===== src/rtl/core/lcum_pkg.sv =====
// lcum_pkg: shared types and constants for the lbp code / uniform map block
// used by lcum_compare, lcum_map and lbp_code_uniform_map; no dependencies
package lcum_pkg;

  localparam int PIXEL_BITS    = 8;
  localparam int MAX_NEIGHBORS = 8;
  localparam int CODE_W        = MAX_NEIGHBORS;
  localparam int COUNT_W       = 4;
  localparam int IDX_W         = 8;
  localparam int IN_W          = (MAX_NEIGHBORS + 1) * PIXEL_BITS;
  localparam int OUT_W         = 2 * CODE_W;

  typedef logic [PIXEL_BITS-1:0] pixel_t;
  typedef logic [CODE_W-1:0]     code_t;
  typedef logic [COUNT_W-1:0]    count_t;

  typedef enum logic {
    REG_NEIGHBOR_COUNT = 1'b0,
    REG_UNIFORM_MODE   = 1'b1
  } reg_index_t;

  typedef struct packed {
    code_t raw_code;
    code_t mapped_code;
    logic  is_uniform;
  } lcum_result_t;

endpackage


===== src/rtl/core/lbp_code_uniform_map.sv =====
// lbp_code_uniform_map: top level, config registers and the two pipeline registers
// depends on lcum_pkg, lcum_compare, lcum_map
//
// usage:
//   s_* takes one neighborhood per request: a center sample and eight neighbors.
//   m_* returns one result per request: raw code, mapped code and the uniform flag.
//   cfg_* writes neighbor_count (index 0, 0 acts as 1, above 8 as 8) and
//   uniform_mode (index 1); write only while no request is in flight.
// path: an accepted request reaches m_tvalid through the input register,
//   the compare and map logic and the result register.
// throughput: one request per cycle while m_tready is high, set by the single-pass map logic.
// stall: when m_tready is low the result register holds and the input
//   register still takes one more request; s_tready falls once both are full.
// reset: rst clears both valid flags, neighbor_count returns to 8 and
//   uniform_mode to 0.
module lbp_code_uniform_map import lcum_pkg::*; (
  input  logic             clk,
  input  logic             rst,
  input  logic             s_tvalid,
  output logic             s_tready,
  // center [7:0], neighbor_0 [15:8], ... neighbor_7 [71:64]
  input  logic [IN_W-1:0]  s_tdata,
  output logic             m_tvalid,
  input  logic             m_tready,
  // raw_code [7:0], mapped_code [15:8]
  output logic [OUT_W-1:0] m_tdata,
  // is_uniform [0]
  output logic             m_tuser,
  input  logic             cfg_we,
  input  reg_index_t       cfg_index,
  input  logic [COUNT_W-1:0] cfg_data
);

  count_t          neighbor_count;
  logic            uniform_mode;
  count_t          p_eff;
  logic            in_valid;
  logic [IN_W-1:0] in_data;
  logic            out_valid;
  lcum_result_t    out_result;
  lcum_result_t    result;
  code_t           raw_code;
  pixel_t          neighbor [MAX_NEIGHBORS];
  logic            adv_out;

  always_ff @(posedge clk) begin
    if (rst) begin
      neighbor_count <= count_t'(MAX_NEIGHBORS);
      uniform_mode   <= 1'b0;
    end else if (cfg_we) begin
      unique case (cfg_index)
        REG_NEIGHBOR_COUNT: neighbor_count <= cfg_data;
        REG_UNIFORM_MODE:   uniform_mode   <= cfg_data[0];
        default: ;
      endcase
    end
  end

  // saturate p into 1..MAX_NEIGHBORS
  always_comb begin
    if (neighbor_count == '0) begin
      p_eff = count_t'(1);
    end else if (neighbor_count > count_t'(MAX_NEIGHBORS)) begin
      p_eff = count_t'(MAX_NEIGHBORS);
    end else begin
      p_eff = neighbor_count;
    end
  end

  assign adv_out  = !out_valid || m_tready;
  assign s_tready = !in_valid || adv_out;

  always_ff @(posedge clk) begin
    if (rst) begin
      in_valid  <= 1'b0;
      out_valid <= 1'b0;
    end else begin
      if (s_tready) in_valid <= s_tvalid;
      if (adv_out) out_valid <= in_valid;
    end
  end

  always_ff @(posedge clk) begin
    if (s_tready && s_tvalid) in_data <= s_tdata;
    if (adv_out && in_valid) out_result <= result;
  end

  always_comb begin
    for (int i = 0; i < MAX_NEIGHBORS; i++) begin
      neighbor[i] = in_data[(i+1)*PIXEL_BITS +: PIXEL_BITS];
    end
  end

  lcum_compare u_compare (
    .center   (in_data[PIXEL_BITS-1:0]),
    .neighbor (neighbor),
    .p_eff    (p_eff),
    .raw_code (raw_code)
  );

  lcum_map u_map (
    .raw_code     (raw_code),
    .p_eff        (p_eff),
    .uniform_mode (uniform_mode),
    .result       (result)
  );

  assign m_tvalid = out_valid;
  assign m_tdata  = {out_result.mapped_code, out_result.raw_code};
  assign m_tuser  = out_result.is_uniform;

endmodule


===== src/rtl/core/lcum_compare.sv =====
// lcum_compare: thresholds the used neighbors against the center to form the raw code
// depends on lcum_pkg
module lcum_compare import lcum_pkg::*; (
  input  pixel_t center,
  input  pixel_t neighbor [MAX_NEIGHBORS],
  input  count_t p_eff,
  output code_t  raw_code
);

  always_comb begin
    for (int i = 0; i < MAX_NEIGHBORS; i++) begin
      raw_code[i] = (COUNT_W'(i) < p_eff) && (neighbor[i] >= center);
    end
  end

endmodule


===== src/rtl/core/lcum_map.sv =====
// lcum_map: circular transition count and u2 index of a p-bit code
// depends on lcum_pkg
module lcum_map import lcum_pkg::*; (
  input  code_t        raw_code,
  input  count_t       p_eff,
  input  logic         uniform_mode,
  output lcum_result_t result
);

  logic [CODE_W:0] mask_wide;
  code_t           mask;
  code_t           rot;
  code_t           diff;
  logic [3:0]      trans;
  logic            uni;
  code_t           top_run;
  code_t           inv_raw;
  logic [2:0]      hi;
  logic [2:0]      lo;
  logic [2:0]      run_lo;
  logic [3:0]      low_ones;
  logic [2:0]      p_m1;
  logic            top_set;
  logic [IDX_W-1:0] pp;
  logic [IDX_W-1:0] tri_hi;
  logic [IDX_W-1:0] tri_run;
  logic [IDX_W-1:0] idx;

  assign mask_wide = (CODE_W+1)'((CODE_W+1)'(1) << p_eff) - (CODE_W+1)'(1);
  assign mask      = mask_wide[CODE_W-1:0];
  assign p_m1      = 3'(p_eff - count_t'(1));
  assign rot       = ((raw_code << 1) | (raw_code >> p_m1)) & mask;
  assign diff      = (raw_code ^ rot) & mask;
  assign top_set   = raw_code[p_m1];
  assign inv_raw   = ~raw_code;
  // clear the run of ones that starts at bit 0
  assign top_run   = raw_code & (raw_code + code_t'(1));

  always_comb begin
    trans    = '0;
    hi       = '0;
    lo       = '0;
    run_lo   = '0;
    low_ones = 4'(CODE_W);
    for (int i = 0; i < CODE_W; i++) begin
      trans = trans + 4'(diff[i]);
    end
    for (int i = 0; i < CODE_W; i++) begin
      if (raw_code[i]) hi = 3'(i);
    end
    for (int i = CODE_W - 1; i >= 0; i--) begin
      if (raw_code[i]) lo = 3'(i);
      if (top_run[i]) run_lo = 3'(i);
      if (inv_raw[i]) low_ones = 4'(i);
    end
  end

  assign uni     = (trans <= 4'd2);
  assign pp      = IDX_W'(p_eff) * (IDX_W'(p_eff) - IDX_W'(1));
  assign tri_hi  = IDX_W'((IDX_W'(hi) * (IDX_W'(hi) + IDX_W'(1))) >> 1);
  assign tri_run = IDX_W'((IDX_W'(run_lo) * (IDX_W'(run_lo) + IDX_W'(1))) >> 1);

  // index = number of uniform codes below this one
  always_comb begin
    if (raw_code == '0) begin
      idx = '0;
    end else if (raw_code == mask) begin
      idx = pp + IDX_W'(1);
    end else if (top_set) begin
      // ones reach bit p-1: ordered by start of the top run, then low run length
      idx = pp + IDX_W'(1) - tri_run + IDX_W'(low_ones);
    end else begin
      idx = IDX_W'(1) + tri_hi + IDX_W'(hi) - IDX_W'(lo);
    end
  end

  always_comb begin
    result.raw_code   = raw_code;
    result.is_uniform = uni;
    if (!uniform_mode) begin
      result.mapped_code = raw_code;
    end else if (uni) begin
      result.mapped_code = code_t'(idx);
    end else begin
      result.mapped_code = code_t'(pp + IDX_W'(2));
    end
  end

endmodule


===== config.mk =====
export PLATFORM = sky130hd
export DESIGN_NAME = lbp_code_uniform_map
export DESIGN_NICKNAME = d
export VERILOG_FILES = /design/src/rtl/core/lcum_pkg.sv /design/src/rtl/core/lbp_code_uniform_map.sv /design/src/rtl/core/lcum_compare.sv /design/src/rtl/core/lcum_map.sv
export SDC_FILE = /design/constraint.sdc
export NUM_CORES = 1
export LEC_CHECK = 0
export BUFFER_PORTS_ARGS = -buffer_cell sky130_fd_sc_hd__buf_2
export CORE_AREA = 8 8 128 130
export CTS_CLUSTER_DIAMETER = 200
export CTS_CLUSTER_SIZE = 10
export DETAILED_ROUTE_END_ITERATION = 7
export DIE_AREA = 0 0 136 138
export GPL_TIMING_DRIVEN = 1
export PLACE_DENSITY = 0.73
export SLEW_MARGIN = 15
export SYNTH_ARGS = -nofsm -noshare
export SYNTH_HDL_FRONTEND = slang
export SYNTH_SLANG_ARGS = --single-unit

===== constraint.sdc =====
create_clock -name clk -period 9.3 [get_ports clk]
set_clock_uncertainty 0.05 [all_clocks]
set_input_delay 0.93 -clock clk [delete_from_list [all_inputs] [get_ports clk]]
set_output_delay 0.93 -clock clk [all_outputs]
set_load 0.02 [all_outputs]

* After elaboration in Yosys (flattened, before gate mapping)
Cells that the tools add are included.
Storage, ports and cells: word-level logic and storage cells 118, output and inout bits 19, register bits 96
Operators by class: add/sub/neg operators 20, bitwise gates (word level) 7, eq/ne operators 1, magnitude comparators 19, muxes and demuxes 40, shift-type cells 2, reduce and logical (&&, ||, !) cells 18, $mul 3
Operator list (count):
- $mux W3 | 22
- $ge A8 B8 Y1 | 8
- $mux W4 | 10
- $mux W8 | 5
- $add A4 B1 Y4 | 6
- $and A8 B8 Y8 | 3
- $add A8 B1 Y8 const B | 2
- $lt A3 B4 Y1 const A | 4
- $mul A3 B8 Y8 | 2
- $logic_and A1 B1 Y1 | 10
- $add A1 B7 Y8 const A | 1
- $add A3 B1 Y4 const B | 2
- $add A8 B2 Y8 const B | 1
- $add A8 B3 Y8 | 1
- $add A8 B4 Y8 | 1
- $eq A8 B8 Y1 | 1
- $logic_not A8 Y1 | 1
- $lt A1 B4 Y1 const A | 2
- $lt A2 B4 Y1 const A | 2
- $mul A4 B8 Y8 | 1
- $not A8 Y8 | 1
- $or A8 B8 Y8 | 1
- $shl A1 B4 Y8 const A | 1
- $shr A8 B3 Y8 | 1
- other kinds (17) | 21

* Longest topological paths before layout
depth after elaboration 24, gate-level depth with buffers 35, depth with buffers taken out 34

* Hierarchy
From an unflattened synthesis, not the netlist that was laid out.
Second synthesis, totals: cells, all modules 729, area total of the unflattened synthesis 7752.4 um^2
By module, submodules not included:
- lcum_map | area each 3345.7 um^2, instances 1, seq. area each 0.0 um^2, cells an instance 440
- lbp_code_uniform_map | area each 3017.9 um^2, instances 1, seq. area each 2812.7 um^2, cells an instance 126
- lcum_compare | area each 1388.8 um^2, instances 1, seq. area each 0.0 um^2, cells an instance 163

* Worst setup path before layout
Ideal clock, no wire load.
path kind reg-to-reg, start point register neighbor_count[2], end point register out_result (netlist bit m_tdata[15]) (data pin), stages on the path, launching flop included 32, buffers on the path 1, period minus slack after synthesis 6.872 ns, data arrival time 6.552 ns, setup slack 2.428 ns, path through dfxtp_1 buf_2 o21ba_2 nor2_1 inv_1 ha_1 nand2b_1 a21boi_0 a32oi_4 or3_1 a21oi_2 a221oi_1 nor2_1 inv_1 ha_1 inv_1 nand2_1 fa_1 inv_1 fa_1 xor2_1 xnor2_1 fa_1 inv_1 ha_1 a21o_1 a21o_1 a21o_1 a21oi_1 xnor2_1 nand3_1 o211ai_1
RTL lines:
- start, declared | RTL line lbp_code_uniform_map.sv:34 | count_t neighbor_count;
- start signal, assigned | RTL line lbp_code_uniform_map.sv:48 | neighbor_count <= count_t'(MAX_NEIGHBORS);
- start signal, assigned | RTL line lbp_code_uniform_map.sv:52 | REG_NEIGHBOR_COUNT: neighbor_count <= cfg_data;
- end signal, assigned | RTL line lbp_code_uniform_map.sv:85 | if (adv_out && in_valid) out_result <= result;
- end, declared | RTL line lbp_code_uniform_map.sv:40 | lcum_result_t out_result;

==> flow_summary.yaml <==
synthesis:
  synth.most_common_cell: "ha_1"
  seq_area_frac_synth: 0.367
  synth_area_leader_cell: "edfxtp_1"
  synth_area_leaders: "edfxtp_1 (35%), ha_1 (18%), fa_1 (5.5%), inv_1 (3.6%), a21oi_1 (3.1%)"
  ys_ff_latch: 96
  synth_area_um2: 7670
  yosysUniqueCellTypes: 79
  syn_area_per_cell_um2: 10.6
  synthFlopType: "edfxtp_1"
  synth-edff-count: 89
  synth_cells: 727
  synthTopCellsByCount: "ha_1 (113), edfxtp_1 (89), inv_1 (73)"
  syn_nets: 943
  synth.top_cell.area_share: 0.348
  async_flop_share: 0
  yosysWarnings: 0
floorplan:
  die_w_um: 136
  die_y_um: 138
  initial_utilization: 0.536
  num_rows: 44
  num_io_pins: 101
  die_area_um2: 18800
  core_area_um2: 14300
timing:
  timing.hold.ws_ps: 472
  grt_setup_unrepaired: "no"
  slew_headroom: 0.226
  fin_crit_ps: 7740
  setup_viol: 0
  worst_slew_pin_slew_ps: 1150
  slew_violations: 0
  hold_violations: 0
  fin_crit_sh: 0.832
  fmax_ghz: 0.129
  finalSetupTns_ps: 0
  worst_slack_ps: 1560
critical_path:
  critPathLaunch: "neighbor_count[3]"
  reg2regPathDepth: 32
  slowest_stage: "dfxtp_1"
  crit_path_start_kind: "register"
  required_ps: 9320
  r2r-end: "m_tdata[14]"
  critPathMaxStageDelay_ps: 730
  r2r_slack_ps: 1560
  arrival_ps: 7760
  cp_max_fo: 18
  critPathMostFrequentCell: "inv_1"
  r2r-start: "neighbor_count[3]"
  crit_type: "register to register"
  crit_path_end_kind: "register"
place:
  placedInstanceArea_um2: 8290
  place_congestion: 0.889
  placed_cells: 995
  pre_cts_ws_ps: 1670
  portBuffers: 100
  hpwl_um: 14500
grt:
  track_usage: 0.194
  antenna_found_initial: 0
  grt_overflow_total: 0
  grt_pass1_wl_um: 29400
  grt_max_degree: 73
  grt_pass1_vias: 5901
layout:
  fillers: 1184
  seq_area_um2: 2810
  multi_input_area_um2: 4430
  utilization: 0.599
  drive_gt1_frac: 0.195
  antennaDiodeCount: 0
  final_cells: 1011
  fin_area_um2: 8570
  nNetsFinal: 1038
  area_growth_pct: 11.7
power:
  power_density_nw_per_um2: 229
  ir_drop_uv: 122
  power_mw: 1.96
  cellLeakagePower_nw: 3.79
status:
  status: "complete, no violations"
cts:
  cts_resized: 0
  max-clock-path-buffers: 2
  cts.hold.buffers_added: 0
  cts_root_buf: "clkbuf_16"
  htreeDepth: 3
  clk_pin_slew_worst_paths_ps: 70
  numCtsBuffers: 9
  clkSinkCount: 96
  cts_setup_buffers: 0
  cts_tree: "built"
  worstSkewPairLatency_ps: 350
drt:
  drt_iter0_drc: 466
  vias: 5709
  drcViolationCount: 0
  ant_nets: 0
  viasPerCell: 5.65
  drt_wl_total_um: 18000
  first_pass_iters: 7
  wl_per_cell_um: 17.8
min_path:
  hold_path.class: "register to register"
  min_to: "m_tvalid"
  worstHoldStart: "in_valid"
  hold_depth: 2
run:
  cap_violations: 0
==> power breakdown <==
part | internal [mW] | switching (mW) | total [mW]
clock | 0.188 | 0.169 | 0.357
combinational | 0.444 | 0.635 | 1.08
sequential | 0.512 | 0.0123 | 0.524
total | 1.14 | 0.816 | 1.96
==> layout make-up <==
class                   count  area share
well taps                 184      0.0268
flip-flops and latches     96       0.328
multi-input cells         534       0.516
inverters                  77      0.0337
repair buffers            104      0.0619
clock inverters             6     0.00671
clock buffers              10      0.0267
==> worst max-delay path: cells and delay by family (launching register included) <==
family / cells / cell delay [ps]
buffers and inverters: 7 / 830
adder cells (fa/ha/maj): 6 / 2410
flip-flops: 1 / 730
AO/OA/AOI/OAI: 10 / 1920
XOR/XNOR: 3 / 400
AND/OR/NAND/NOR: 6 / 1090
==> layer usage <==
layer,vias up,GRT usage,part of all wire
met5,-,0,0
met4,0,0.0613,0.019
met3,25,0.0431,0.073
met2,203,0.324,0.48
met1,2684,0.244,0.43
li1,2797,-,-
==> state kept, by name, summed over array words and instances (netlist names) <==
name            count
m_tvalid            1
in_data            72
uniform_mode        1
m_tdata            16
neighbor_count      4
in_valid            1
m_tuser             1
==> worst max path at each step <==
stage | depth (start not counted) | endpoint | slack, ps
2_1_floorplan | 31 | m_tdata[15] | 2430
3_3_place_gp | 32 | m_tdata[14] | 1900
3_5_place_dp | 33 | m_tdata[14] | 1670
4_1_cts | 33 | m_tdata[14] | 1630
5_1_grt | 34 | m_tdata[14] | 940
6_report | 32 | m_tdata[14] | 1560
==> cells in the final DEF, fill, tap and decap left out, types with 3 or more instances in the layout <==
master	synthesis	layout
ha_1	113	113
buf_2	5	100
edfxtp_1	89	89
inv_1	73	73
nand2_1	54	54
a21oi_1	47	47
nor2_1	42	42
o21ai_0	34	34
xnor2_1	24	24
fa_1	21	21
nand3_1	16	16
nor3_1	14	14
xor2_1	13	13
nand2b_1	11	11
mux2i_1	11	11
nor2b_1	10	10
clkbuf_16	0	9
a211oi_1	8	8
a21o_1	7	7
dfxtp_1	7	7
nand4_1	6	6
o21a_1	6	6
a2111o_1	5	5
a31oi_1	5	5
o221ai_1	5	5
inv_2	4	4
or2b_2	4	4
and2_1	5	4
a31o_2	4	4
buf_4	1	4
or2_1	3	3
and4_1	3	3
a32oi_4	3	3
o21ai_1	3	3
o211ai_1	3	3
inv_6	0	3
==> logic make-up after synthesis <==
logic type	synth area share
mux	0.0158
fa+ha+maj	0.239
simple gates	0.129
flops	0.367
other cells	0.000489
buf+inv	0.0569
xor+xnor	0.0444
compound gates	0.148
No activity file was read; power rests on OpenSTA's default activity.
